==> src/sv/biou_pkg.sv <==
// Shared types, widths and helpers for the box IoU cost block.
// No dependencies; every other file of the block imports this package.
`timescale 1ns / 1ps

package biou_pkg;

    localparam int COORD_W = 16;
    localparam int LEN_W   = 15;
    localparam int EDGE_W  = COORD_W + 1;
    localparam int DIFF_W  = COORD_W + 2;
    localparam int AREA_W  = 2 * LEN_W;
    localparam int UNION_W = AREA_W + 1;
    localparam int Q_BITS  = 15;
    localparam int COST_W  = Q_BITS + 1;
    localparam int FRAME_W = 8;
    localparam int IDX_W   = 6;

    localparam logic [COST_W-1:0]  ONE_Q15       = COST_W'(1) << Q_BITS;
    localparam logic [COST_W-1:0]  INF_COST_RST  = '1;
    localparam logic [FRAME_W-1:0] MAX_FRESH_AGE = FRAME_W'(1);

    typedef struct packed {
        logic signed [COORD_W-1:0] track_left;
        logic signed [COORD_W-1:0] track_top;
        logic [LEN_W-1:0]          track_width;
        logic [LEN_W-1:0]          track_height;
        logic signed [COORD_W-1:0] det_left;
        logic signed [COORD_W-1:0] det_top;
        logic [LEN_W-1:0]          det_width;
        logic [LEN_W-1:0]          det_height;
        logic [FRAME_W-1:0]        frames_since_update;
        logic [IDX_W-1:0]          row_index;
        logic [IDX_W-1:0]          column_index;
    } t_in_item;

    typedef struct packed {
        logic [COST_W-1:0] cost;
        logic              degenerate;
        logic [IDX_W-1:0]  row_out;
        logic [IDX_W-1:0]  column_out;
    } t_out_item;

    // Per-item flags and indices that ride along the pipeline.
    typedef struct packed {
        logic             stale;
        logic             degen;
        logic             full;
        logic [IDX_W-1:0] row;
        logic [IDX_W-1:0] col;
    } t_tag;

    // Restoring divider state: divisor, partial remainder, quotient so far.
    typedef struct packed {
        logic [UNION_W-1:0] divisor;
        logic [UNION_W-1:0] rem;
        logic [Q_BITS-1:0]  quo;
    } t_div;

    // Overlap length along one axis, clamped at zero.
    function automatic logic [LEN_W-1:0] overlap_len(
        input logic signed [COORD_W-1:0] a_lo,
        input logic [LEN_W-1:0]          a_len,
        input logic signed [COORD_W-1:0] b_lo,
        input logic [LEN_W-1:0]          b_len
    );
        logic signed [EDGE_W-1:0] a_lo_x;
        logic signed [EDGE_W-1:0] b_lo_x;
        logic signed [EDGE_W-1:0] a_hi;
        logic signed [EDGE_W-1:0] b_hi;
        logic signed [EDGE_W-1:0] lo;
        logic signed [EDGE_W-1:0] hi;
        logic signed [DIFF_W-1:0] diff;
        a_lo_x = EDGE_W'(a_lo);
        b_lo_x = EDGE_W'(b_lo);
        a_hi   = a_lo_x + $signed({2'b00, a_len});
        b_hi   = b_lo_x + $signed({2'b00, b_len});
        lo     = (a_lo_x > b_lo_x) ? a_lo_x : b_lo_x;
        hi     = (a_hi < b_hi) ? a_hi : b_hi;
        diff   = DIFF_W'(hi) - DIFF_W'(lo);
        overlap_len = (diff > 0) ? diff[LEN_W-1:0] : '0;
    endfunction

endpackage

==> src/sv/biou_if.sv <==
// Valid/ready channel interfaces for input items, result items and config.
// Depends on biou_pkg for the payload types.
`timescale 1ns / 1ps

interface biou_in_if;
    import biou_pkg::*;
    logic     valid;
    logic     ready;
    t_in_item data;
    modport source (output valid, output data, input ready);
    modport sink   (input valid, input data, output ready);
endinterface

interface biou_out_if;
    import biou_pkg::*;
    logic      valid;
    logic      ready;
    t_out_item data;
    modport source (output valid, output data, input ready);
    modport sink   (input valid, input data, output ready);
endinterface

interface biou_cfg_if;
    import biou_pkg::*;
    logic              valid;
    logic              ready;
    logic [COST_W-1:0] data;
    modport source (output valid, output data, input ready);
    modport sink   (input valid, input data, output ready);
endinterface

==> src/sv/biou_geom.sv <==
// Three-stage front end: axis overlaps, box areas, union and special-case flags.
// Depends on biou_pkg.
`timescale 1ns / 1ps

module biou_geom (
    input  logic              i_clk,
    input  logic              i_rst_n,
    input  logic              i_valid,
    output logic              o_ready,
    input  biou_pkg::t_in_item i_item,
    output logic              o_valid,
    input  logic              i_ready,
    output biou_pkg::t_tag    o_tag,
    output biou_pkg::t_div    o_div
);
    import biou_pkg::*;

    logic r_a_valid, r_b_valid, r_c_valid;
    logic a_ready, b_ready, c_ready;

    // stage A: overlaps
    t_tag             r_a_tag;
    logic [LEN_W-1:0] r_a_ox, r_a_oy;
    logic [LEN_W-1:0] r_a_tw, r_a_th, r_a_dw, r_a_dh;
    // stage B: areas
    t_tag              r_b_tag;
    logic [AREA_W-1:0] r_b_inter, r_b_ta, r_b_da;
    // stage C: union and divider seed
    t_tag r_c_tag;
    t_div r_c_div;

    t_tag               n_a_tag;
    t_tag               n_c_tag;
    logic [UNION_W-1:0] n_union;

    assign c_ready = !r_c_valid || i_ready;
    assign b_ready = !r_b_valid || c_ready;
    assign a_ready = !r_a_valid || b_ready;
    assign o_ready = a_ready;

    always_comb begin
        n_a_tag       = '0;
        n_a_tag.stale = i_item.frames_since_update > MAX_FRESH_AGE;
        n_a_tag.row   = i_item.row_index;
        n_a_tag.col   = i_item.column_index;
    end

    always_comb begin
        n_union       = UNION_W'(r_b_ta) + UNION_W'(r_b_da) - UNION_W'(r_b_inter);
        n_c_tag       = r_b_tag;
        n_c_tag.degen = !r_b_tag.stale && (n_union == '0);
        n_c_tag.full  = !r_b_tag.stale && (n_union != '0)
                        && (n_union == UNION_W'(r_b_inter));
    end

    always_ff @(posedge i_clk) begin
        if (!i_rst_n) begin
            r_a_valid <= 1'b0;
            r_b_valid <= 1'b0;
            r_c_valid <= 1'b0;
        end else begin
            if (a_ready) begin
                r_a_valid <= i_valid;
            end
            if (b_ready) begin
                r_b_valid <= r_a_valid;
            end
            if (c_ready) begin
                r_c_valid <= r_b_valid;
            end
        end
    end

    always_ff @(posedge i_clk) begin
        if (a_ready && i_valid) begin
            r_a_tag <= n_a_tag;
            r_a_ox  <= overlap_len(i_item.track_left, i_item.track_width,
                                   i_item.det_left, i_item.det_width);
            r_a_oy  <= overlap_len(i_item.track_top, i_item.track_height,
                                   i_item.det_top, i_item.det_height);
            r_a_tw  <= i_item.track_width;
            r_a_th  <= i_item.track_height;
            r_a_dw  <= i_item.det_width;
            r_a_dh  <= i_item.det_height;
        end
        if (b_ready && r_a_valid) begin
            r_b_tag   <= r_a_tag;
            r_b_inter <= r_a_ox * r_a_oy;
            r_b_ta    <= r_a_tw * r_a_th;
            r_b_da    <= r_a_dw * r_a_dh;
        end
        if (c_ready && r_b_valid) begin
            r_c_tag         <= n_c_tag;
            r_c_div.divisor <= n_union;
            r_c_div.rem     <= UNION_W'(r_b_inter);
            r_c_div.quo     <= '0;
        end
    end

    assign o_valid = r_c_valid;
    assign o_tag   = r_c_tag;
    assign o_div   = r_c_div;

endmodule

==> src/sv/biou_div_step.sv <==
// One registered step of the restoring divider: one quotient bit per stage.
// Depends on biou_pkg.
`timescale 1ns / 1ps

module biou_div_step (
    input  logic           i_clk,
    input  logic           i_rst_n,
    input  logic           i_valid,
    output logic           o_ready,
    input  biou_pkg::t_tag i_tag,
    input  biou_pkg::t_div i_div,
    output logic           o_valid,
    input  logic           i_ready,
    output biou_pkg::t_tag o_tag,
    output biou_pkg::t_div o_div
);
    import biou_pkg::*;

    logic               r_valid;
    t_tag               r_tag;
    t_div               r_div;
    t_div               n_div;
    logic [UNION_W:0]   shifted;
    logic [UNION_W:0]   divisor_x;
    logic               ge;
    logic [UNION_W:0]   rem_next;

    assign o_ready = !r_valid || i_ready;

    // Double the remainder, subtract the divisor when it fits.
    always_comb begin
        shifted     = {i_div.rem, 1'b0};
        divisor_x   = {1'b0, i_div.divisor};
        ge          = shifted >= divisor_x;
        rem_next    = ge ? (shifted - divisor_x) : shifted;
        n_div       = i_div;
        n_div.rem   = rem_next[UNION_W-1:0];
        n_div.quo   = {i_div.quo[Q_BITS-2:0], ge};
    end

    always_ff @(posedge i_clk) begin
        if (!i_rst_n) begin
            r_valid <= 1'b0;
        end else if (o_ready) begin
            r_valid <= i_valid;
        end
    end

    always_ff @(posedge i_clk) begin
        if (o_ready && i_valid) begin
            r_tag <= i_tag;
            r_div <= n_div;
        end
    end

    assign o_valid = r_valid;
    assign o_tag   = r_tag;
    assign o_div   = r_div;

endmodule

==> src/sv/box_iou_cost.sv <==
// box_iou_cost: one track/detection pair in, one cost (1 - IoU, Q1.15) out.
// 19 register stages (3 geometry, 15 divider, 1 output), the first loaded at
// the accept edge. Throughput: one item per cycle while the output is not
// stalled. The 15-stage restoring divider, one quotient bit per stage, sets
// the depth.
// Reset (synchronous, active low) empties the pipeline and sets infinity_cost
// to 0xFFFF; no clearing pass is needed, the block is ready right after reset.
`timescale 1ns / 1ps

module box_iou_cost (
    input  logic       i_clk,
    input  logic       i_rst_n,
    biou_in_if.sink    i_in,
    biou_cfg_if.sink   i_cfg,
    biou_out_if.source o_out
);
    import biou_pkg::*;

    // Configuration: infinity cost, always writable.
    logic [COST_W-1:0] r_inf_cost;

    assign i_cfg.ready = 1'b1;

    always_ff @(posedge i_clk) begin
        if (!i_rst_n) begin
            r_inf_cost <= INF_COST_RST;
        end else if (i_cfg.valid) begin
            r_inf_cost <= i_cfg.data;
        end
    end

    // Pipeline links: index 0 is the geometry output, index Q_BITS the last
    // divider stage. Each stage holds its item until the next one has room.
    logic w_valid [Q_BITS+1];
    logic w_ready [Q_BITS+1];
    t_tag w_tag   [Q_BITS+1];
    t_div w_div   [Q_BITS+1];

    biou_geom u_geom (
        .i_clk   (i_clk),
        .i_rst_n (i_rst_n),
        .i_valid (i_in.valid),
        .o_ready (i_in.ready),
        .i_item  (i_in.data),
        .o_valid (w_valid[0]),
        .i_ready (w_ready[0]),
        .o_tag   (w_tag[0]),
        .o_div   (w_div[0])
    );

    for (genvar g = 0; g < Q_BITS; g++) begin : g_div
        biou_div_step u_step (
            .i_clk   (i_clk),
            .i_rst_n (i_rst_n),
            .i_valid (w_valid[g]),
            .o_ready (w_ready[g]),
            .i_tag   (w_tag[g]),
            .i_div   (w_div[g]),
            .o_valid (w_valid[g+1]),
            .i_ready (w_ready[g+1]),
            .o_tag   (w_tag[g+1]),
            .o_div   (w_div[g+1])
        );
    end

    // Output register: pick the cost and hold the item until taken.
    logic      r_out_valid;
    t_out_item r_out;
    t_out_item n_out;
    t_tag      last_tag;

    assign last_tag              = w_tag[Q_BITS];
    assign w_ready[Q_BITS]       = !r_out_valid || o_out.ready;

    always_comb begin
        n_out.degenerate = last_tag.degen;
        n_out.row_out    = last_tag.row;
        n_out.column_out = last_tag.col;
        if (last_tag.stale || last_tag.degen) begin
            n_out.cost = r_inf_cost;
        end else if (last_tag.full) begin
            // Identical boxes: IoU is exactly one.
            n_out.cost = '0;
        end else begin
            n_out.cost = ONE_Q15 - {1'b0, w_div[Q_BITS].quo};
        end
    end

    always_ff @(posedge i_clk) begin
        if (!i_rst_n) begin
            r_out_valid <= 1'b0;
        end else if (w_ready[Q_BITS]) begin
            r_out_valid <= w_valid[Q_BITS];
        end
    end

    always_ff @(posedge i_clk) begin
        if (w_ready[Q_BITS] && w_valid[Q_BITS]) begin
            r_out <= n_out;
        end
    end

    assign o_out.valid = r_out_valid;
    assign o_out.data  = r_out;

endmodule
==> src/flat_wrapper.sv <==
// flat-port wrapper written by rule: the top's interface ports become plain ports
module box_iou_cost_flat import biou_pkg::*;
  (i_clk, i_rst_n, i_in_valid, i_in_data, i_in_ready, i_cfg_valid, i_cfg_data, i_cfg_ready, o_out_valid, o_out_data, o_out_ready);
  biou_in_if i_in_i ();
  biou_cfg_if i_cfg_i ();
  biou_out_if o_out_i ();
  input  logic i_clk;
  input  logic i_rst_n;
  input wire logic [$bits(i_in_i.valid)-1:0] i_in_valid;
  input wire logic [$bits(i_in_i.data)-1:0] i_in_data;
  output wire logic [$bits(i_in_i.ready)-1:0] i_in_ready;
  input wire logic [$bits(i_cfg_i.valid)-1:0] i_cfg_valid;
  input wire logic [$bits(i_cfg_i.data)-1:0] i_cfg_data;
  output wire logic [$bits(i_cfg_i.ready)-1:0] i_cfg_ready;
  output wire logic [$bits(o_out_i.valid)-1:0] o_out_valid;
  output wire logic [$bits(o_out_i.data)-1:0] o_out_data;
  input wire logic [$bits(o_out_i.ready)-1:0] o_out_ready;
  assign i_in_i.valid = i_in_valid;
  assign i_in_i.data = i_in_data;
  assign i_in_ready = i_in_i.ready;
  assign i_cfg_i.valid = i_cfg_valid;
  assign i_cfg_i.data = i_cfg_data;
  assign i_cfg_ready = i_cfg_i.ready;
  assign o_out_valid = o_out_i.valid;
  assign o_out_data = o_out_i.data;
  assign o_out_i.ready = o_out_ready;
  box_iou_cost u_core (.i_clk(i_clk), .i_rst_n(i_rst_n), .i_in(i_in_i), .i_cfg(i_cfg_i), .o_out(o_out_i));
endmodule
==> config.mk <==
export PLATFORM = sky130hd
export DESIGN_NAME = box_iou_cost_flat
export DESIGN_NICKNAME = d
export VERILOG_FILES = /design/src/sv/biou_pkg.sv /design/src/sv/biou_if.sv /design/src/sv/biou_geom.sv /design/src/sv/biou_div_step.sv /design/src/sv/box_iou_cost.sv /design/src/flat_wrapper.sv
export SDC_FILE = /design/constraint.sdc
export NUM_CORES = 2
export LEC_CHECK = 0
export ABC_AREA = 1
export BUFFER_PORTS_ARGS = -buffer_cell sky130_fd_sc_hd__buf_2
export CORE_ASPECT_RATIO = 0.8
export CORE_MARGIN = 3
export CORE_UTILIZATION = 55
export CTS_CLUSTER_SIZE = 40
export DETAILED_ROUTE_END_ITERATION = 6
export PLACE_DENSITY = 0.81
export SLEW_MARGIN = 20
export SYNTH_ARGS = -nofsm -noshare
export SYNTH_HDL_FRONTEND = slang
export SYNTH_SLANG_ARGS = --single-unit
==> constraint.sdc <==
create_clock -name i_clk -period 13.55 [get_ports i_clk]
set_input_delay 0 -clock i_clk [delete_from_list [all_inputs] [get_ports i_clk]]
set_output_delay 0 -clock i_clk [all_outputs]
set_load 0.1 [all_outputs]
-- Yosys cells after proc, flatten, opt, wreduce, memory -nomap -nowiden
Index checks and enable logic that the tools add are counted.
- add/subtract/negate cells: 23
- multiply operators: 3
- order comparisons: 22
- equality and inequality tests: 1
- muxes and demuxes: 20
- reductions and logical operators: 64
- operator list (kind ; count):
    $ge 32x31->1 ; 14
    $mux 31 ; 14
    $sub 31x31->31 ; 14
    $mul 15x15->30 ; 3
    $add 16x16->17 ; 4
    $mux 17 ; 4
    $gt 18x1->1 const B ; 2
    $sub 17x17->18 ; 2
    $lt 17x17->1 ; 2
    $gt 16x16->1 ; 2
    $mux 16 ; 2
    $add 30x30->31 ; 1
    $eq 31x30->1 ; 1
    $ge 31x31->1 ; 1
    $logic_not 31->1 ; 1
    $reduce_bool 31->1 ; 1
    $sub 31x30->31 ; 1
    $logic_and 1x1->1 ; 22
    $logic_not 1->1 ; 20
    $logic_or 1x1->1 ; 20
    $sub 16x15->16 const A ; 1
    $gt 8x1->1 const B ; 1
- register bits: 1559
- output and inout bits: 32

-- Logic depth before layout (Yosys ltp)
- depth after elaboration: 21
- mapped depth: 43

-- Modules after synthesis
Synthesis repeated with hierarchy kept, for this count alone.
- cells, all modules: 16083
- area total of the unflattened synthesis: 129640.6 um2
- by module, submodules not included (module ; instances ; cells each ; area an instance (um2) ; seq. area each (um2)):
    biou_div_step ; 15 ; 717 ; 5696.7 ; 2782.7
    biou_geom ; 1 ; 5095 ; 42127.9 ; 8528.2
    box_iou_cost ; 1 ; 233 ; 2062.0 ; 1211.2

-- Least setup slack after synthesis
OpenSTA, ideal clock, no wires.
- path type: flip-flop to flip-flop
- start: register u_core.u_geom.r_a_oy[5]
- end: register u_core.u_geom.r_b_inter[22], data pin
- arrival: 5.511 ns
- data required time: 13.285 ns
- path slack: 7.773 ns
- stages on the path, launching flop included: 21
- path buffers: 1
- period minus slack after synthesis: 5.777 ns
- cells stage by stage: edfxtp_1 clkbuf_1 nand2_1 fa_1 inv_1 fa_1 inv_1 fa_1 inv_1 fa_1 fa_1 fa_1 ha_1 a21oi_1 o21ai_0 o21bai_1 a21boi_1 o21ai_0 a21boi_1 o21ai_0 xor2_1
- word-level cells in the longest chain between the ends: 1
- RTL lines (item ; line ; RTL):
    from (decl) ; biou_geom.sv:23 ; logic [LEN_W-1:0] r_a_ox, r_a_oy;
    from (signal assigned) ; biou_geom.sv:79 ; r_a_oy <= overlap_len(i_item.track_top, i_item.track_height,
    $mul 15x15->30 ; biou_geom.sv:88 ; r_b_inter <= r_a_ox * r_a_oy;
    to (signal assigned) ; biou_geom.sv:88 ;
    to (decl) ; biou_geom.sv:27 ; logic [AREA_W-1:0] r_b_inter, r_b_ta, r_b_da;
Every way passes these cells.
A chain may end at the register's enable or synchronous reset.

-- Worst setup path after layout
- start: register u_core.u_geom.r_a_dw[10]
- end: register u_core.u_geom.r_b_da[26], data pin
- word-level cells in the longest chain between the ends: 1
- RTL lines (item ; line ; RTL):
    from (decl) ; biou_geom.sv:24 ; logic [LEN_W-1:0] r_a_tw, r_a_th, r_a_dw, r_a_dh;
    from (signal assigned) ; biou_geom.sv:83 ; r_a_dw <= i_item.det_width;
    $mul 15x15->30 ; biou_geom.sv:90 ; r_b_da <= r_a_dw * r_a_dh;
    to (signal assigned) ; biou_geom.sv:90 ;
    to (decl) ; biou_geom.sv:27 ;
Every way passes these cells.

==> results_dict.tcl <==
set metrics [dict create \
    min_period_ns 6.49 \
    final_antenna_net_count 0 \
    worstSetupStartpointType "register" \
    ys.warnings.count 0 \
    min_path_type "in2reg" \
    reg2reg_depth 20 \
    synth.avg_cell_area_sq_um 9.27 \
    synth_cell_types 67 \
    rows 146 \
    drt_first_iter_violations 8255 \
    clk_latency_ns 0.80 \
    initial_utilization_pct 55.4 \
    synth_nets 13500 \
    antenna_found_initial 13 \
    setup_viol 0 \
    io-pin-count 197 \
    die_area_sq_um 205000 \
    critical_path_class "reg2reg" \
    drt_wl_total_um 269000 \
    netlist_area_sq_um 110000 \
    cp_max_fo 15 \
    reg2reg_from "u_core.u_geom.r_a_dw[10]" \
    grt_usage_pct 26.0 \
    tritoncts "built" \
    critPathCaptureType "register" \
    reg2reg_slack_ns 7.06 \
    ys_async_sr_fraction_pct 0 \
    required_ns 14.11 \
    dpl.hpwl_um 206000 \
    timing.final.crit_share_pct 47.9 \
    grt_start_max_net_pins 83 \
    hold_depth 2 \
    core_sq_um 198000 \
    clock_skew_ns 0.0538 \
    die_h_um 406 \
    worst_pin_slew_ns 1.09 \
    root_buffer "clkbuf_16" \
    drive_gt1_share_pct 5.04 \
    cts_resized 0 \
    place_congestion 0.960 \
    drv_slew 0 \
    maxCapViolCount 0 \
    first_pass_iters 7 \
    numPortBuffers 194 \
    wl_per_cell_um 17.9 \
    cts.sinks 1559 \
    final_common_cell "nand2_1" \
    grt_overflow 0 \
    ys.flop_type "edfxtp_1" \
    drc 16 \
    fmax_mhz 154 \
    grt_pass1_wl_um 428000 \
    cts_buffers 155 \
    path_clk_slew_ns 0.06 \
    htreeDepth 4 \
    nets 13900 \
    via_per_inst 5.57 \
    synth_edf_count 1524 \
    rsz0062_at_grt "no" \
    slew_headroom_pct 27.1 \
    grt_pass1_vias 81100 \
    arrival_ns 7.05 \
    vias 83700 \
    netlist_instances 11900 \
    min_to "u_core.u_geom.r_a_dw[6]" \
    setup.worst_path.start "u_core.u_geom.r_a_dw[10]" \
    synth-seq-cells 1559 \
    post-cts-setup-buffers 0 \
    hold_violations 0 \
    hp-start "i_in_data[41]" \
    status "complete, but fails checks" \
    layout_common_cells "nand2_1, inv_1, edfxtp_1" \
    r2r-end "u_core.u_geom.r_b_da[26]" \
    ys_seq_area_share_pct 42.2 \
    setup_tns_ns 0 \
    die_x_um 506 \
    violations "DRC" \
    cts_buffer_depth 3 \
    syn2layout_area_growth_pct 10.1 \
]
## per-stage QoR
step	cells	worst slack (ns)	util, %	hold WS (ns)	area [sq um]
2_1_floorplan	11900	7.77	-	0.0989	110000
3_3_place_gp	14500	7.22	57.3	0.179	114000
3_5_place_dp	14500	7.17	57.3	0.181	114000
4_1_cts	15000	7.11	61.0	0.000373	121000
5_1_grt	15000	6.77	61.0	0.0266	121000
6_report	15000	7.06	61.0	0.0669	121000
## cells by family after synthesis
kind of cell	count (synthesis)	share of synthesized area [%]
other cells	1	0.00341
xor+xnor	496	3.99
flops	1559	42.2
compound gates	1837	9.52
buf+inv	2321	8.10
fa+ha+maj	1485	20.7
simple gates	4160	15.5
## worst max path at each step
stage                     cells past startpoint                     endpoint  slack [ns]
after floorplan                              20  u_core.u_geom.r_b_inter[22]        7.77
after global placement                       20  u_core.u_geom.r_b_inter[22]        7.22
after detailed placement                     20     u_core.u_geom.r_b_da[26]        7.17
after CTS                                    20     u_core.u_geom.r_b_da[26]        7.11
after global routing                         20  u_core.u_geom.r_b_inter[22]        6.77
final                                        20     u_core.u_geom.r_b_da[26]        7.06
## what timing repair did
| action | 4_1_cts | 5_1_grt |
|---|---|---|
| hold buffers | 207 | 0 |
| hold endpoints to repair | 178 | 0 |
| endpoints found under the setup margin | 0 | 0 |
## critical path: stages, from the launching register on
cell and delay, ns:
edfxtp_1 0.78, nand2_1 0.19, fa_1 0.56, fa_1 0.52, fa_1 0.51, inv_1 0.05
fa_1 0.48, fa_1 0.53, inv_1 0.06, fa_1 0.48, inv_1 0.04, ha_1 0.35
nand2_1 0.09, nor2_1 0.10, inv_1 0.05, o21bai_1 0.36, a21oi_1 0.18, o21bai_1 0.27
a21oi_1 0.15, o21ai_0 0.21, xor2_1 0.29
## per-layer routing
| metal | vias to the layer above | track usage [%] | part of all wire, % |
|---|---|---|---|
| li1 | 39900 | - | - |
| met1 | 39500 | 36.0 | 43 |
| met2 | 3650 | 41.5 | 45 |
| met3 | 616 | 4.31 | 8.4 |
| met4 | 14 | 9.29 | 3.8 |
| met5 | - | 0 | 0.040 |
## synth_stat cells (all sizes together) (24+ instances only)
master / n / share of area (%)
clkbuf: 116 / 0.40
xnor2: 282 / 2.2
nand4: 122 / 0.71
a211oi: 24 / 0.16
edfxtp: 1524 / 42
o21bai: 51 / 0.36
o31ai: 24 / 0.17
nand2: 2784 / 9.5
ha: 934 / 11
nor3: 99 / 0.45
nor4: 35 / 0.20
o21a: 52 / 0.35
nand3b: 34 / 0.23
buf: 80 / 0.45
nand3: 390 / 1.8
inv: 2123 / 7.2
a21boi: 40 / 0.33
a31oi: 112 / 0.64
o21ai: 704 / 3.4
a21o: 66 / 0.45
dfxtp: 35 / 0.64
or2: 42 / 0.24
xor2: 211 / 1.7
fa: 551 / 10
a21oi: 709 / 3.3
nor2: 642 / 2.2
## layout make-up
| type | count | area (sq um) |
|---|---|---|
| Fill cell | 16000 | 77300 |
| Multi-Input combinational cell | 7979 | 54700 |
| Sequential cell | 1559 | 46500 |
| Inverter | 2125 | 7990 |
| Clock buffer | 191 | 4120 |
| Tap cell | 2664 | 3330 |
| Timing Repair Buffer | 427 | 3240 |
| Clock inverter | 90 | 1230 |
| Antenna cell | 7 | 17.5 |
## state kept, by name (all words and copies together), names as in the netlist, 16 cells and up
register                   count
u_core.r_inf_cost             16
u_core.u_geom.r_b_ta          30
u_core.o_out.data             29
u_core.u_geom.r_b_inter       30
u_core.g_div.u_step.o_tag    225
u_core.u_geom.o_div           61
u_core.u_geom.r_b_da          30
u_core.g_div.u_step.o_div    988
Power is left out: the tool's default activity adds up to more than one toggle a clock period on the data nets, which glitch-free logic cannot reach.
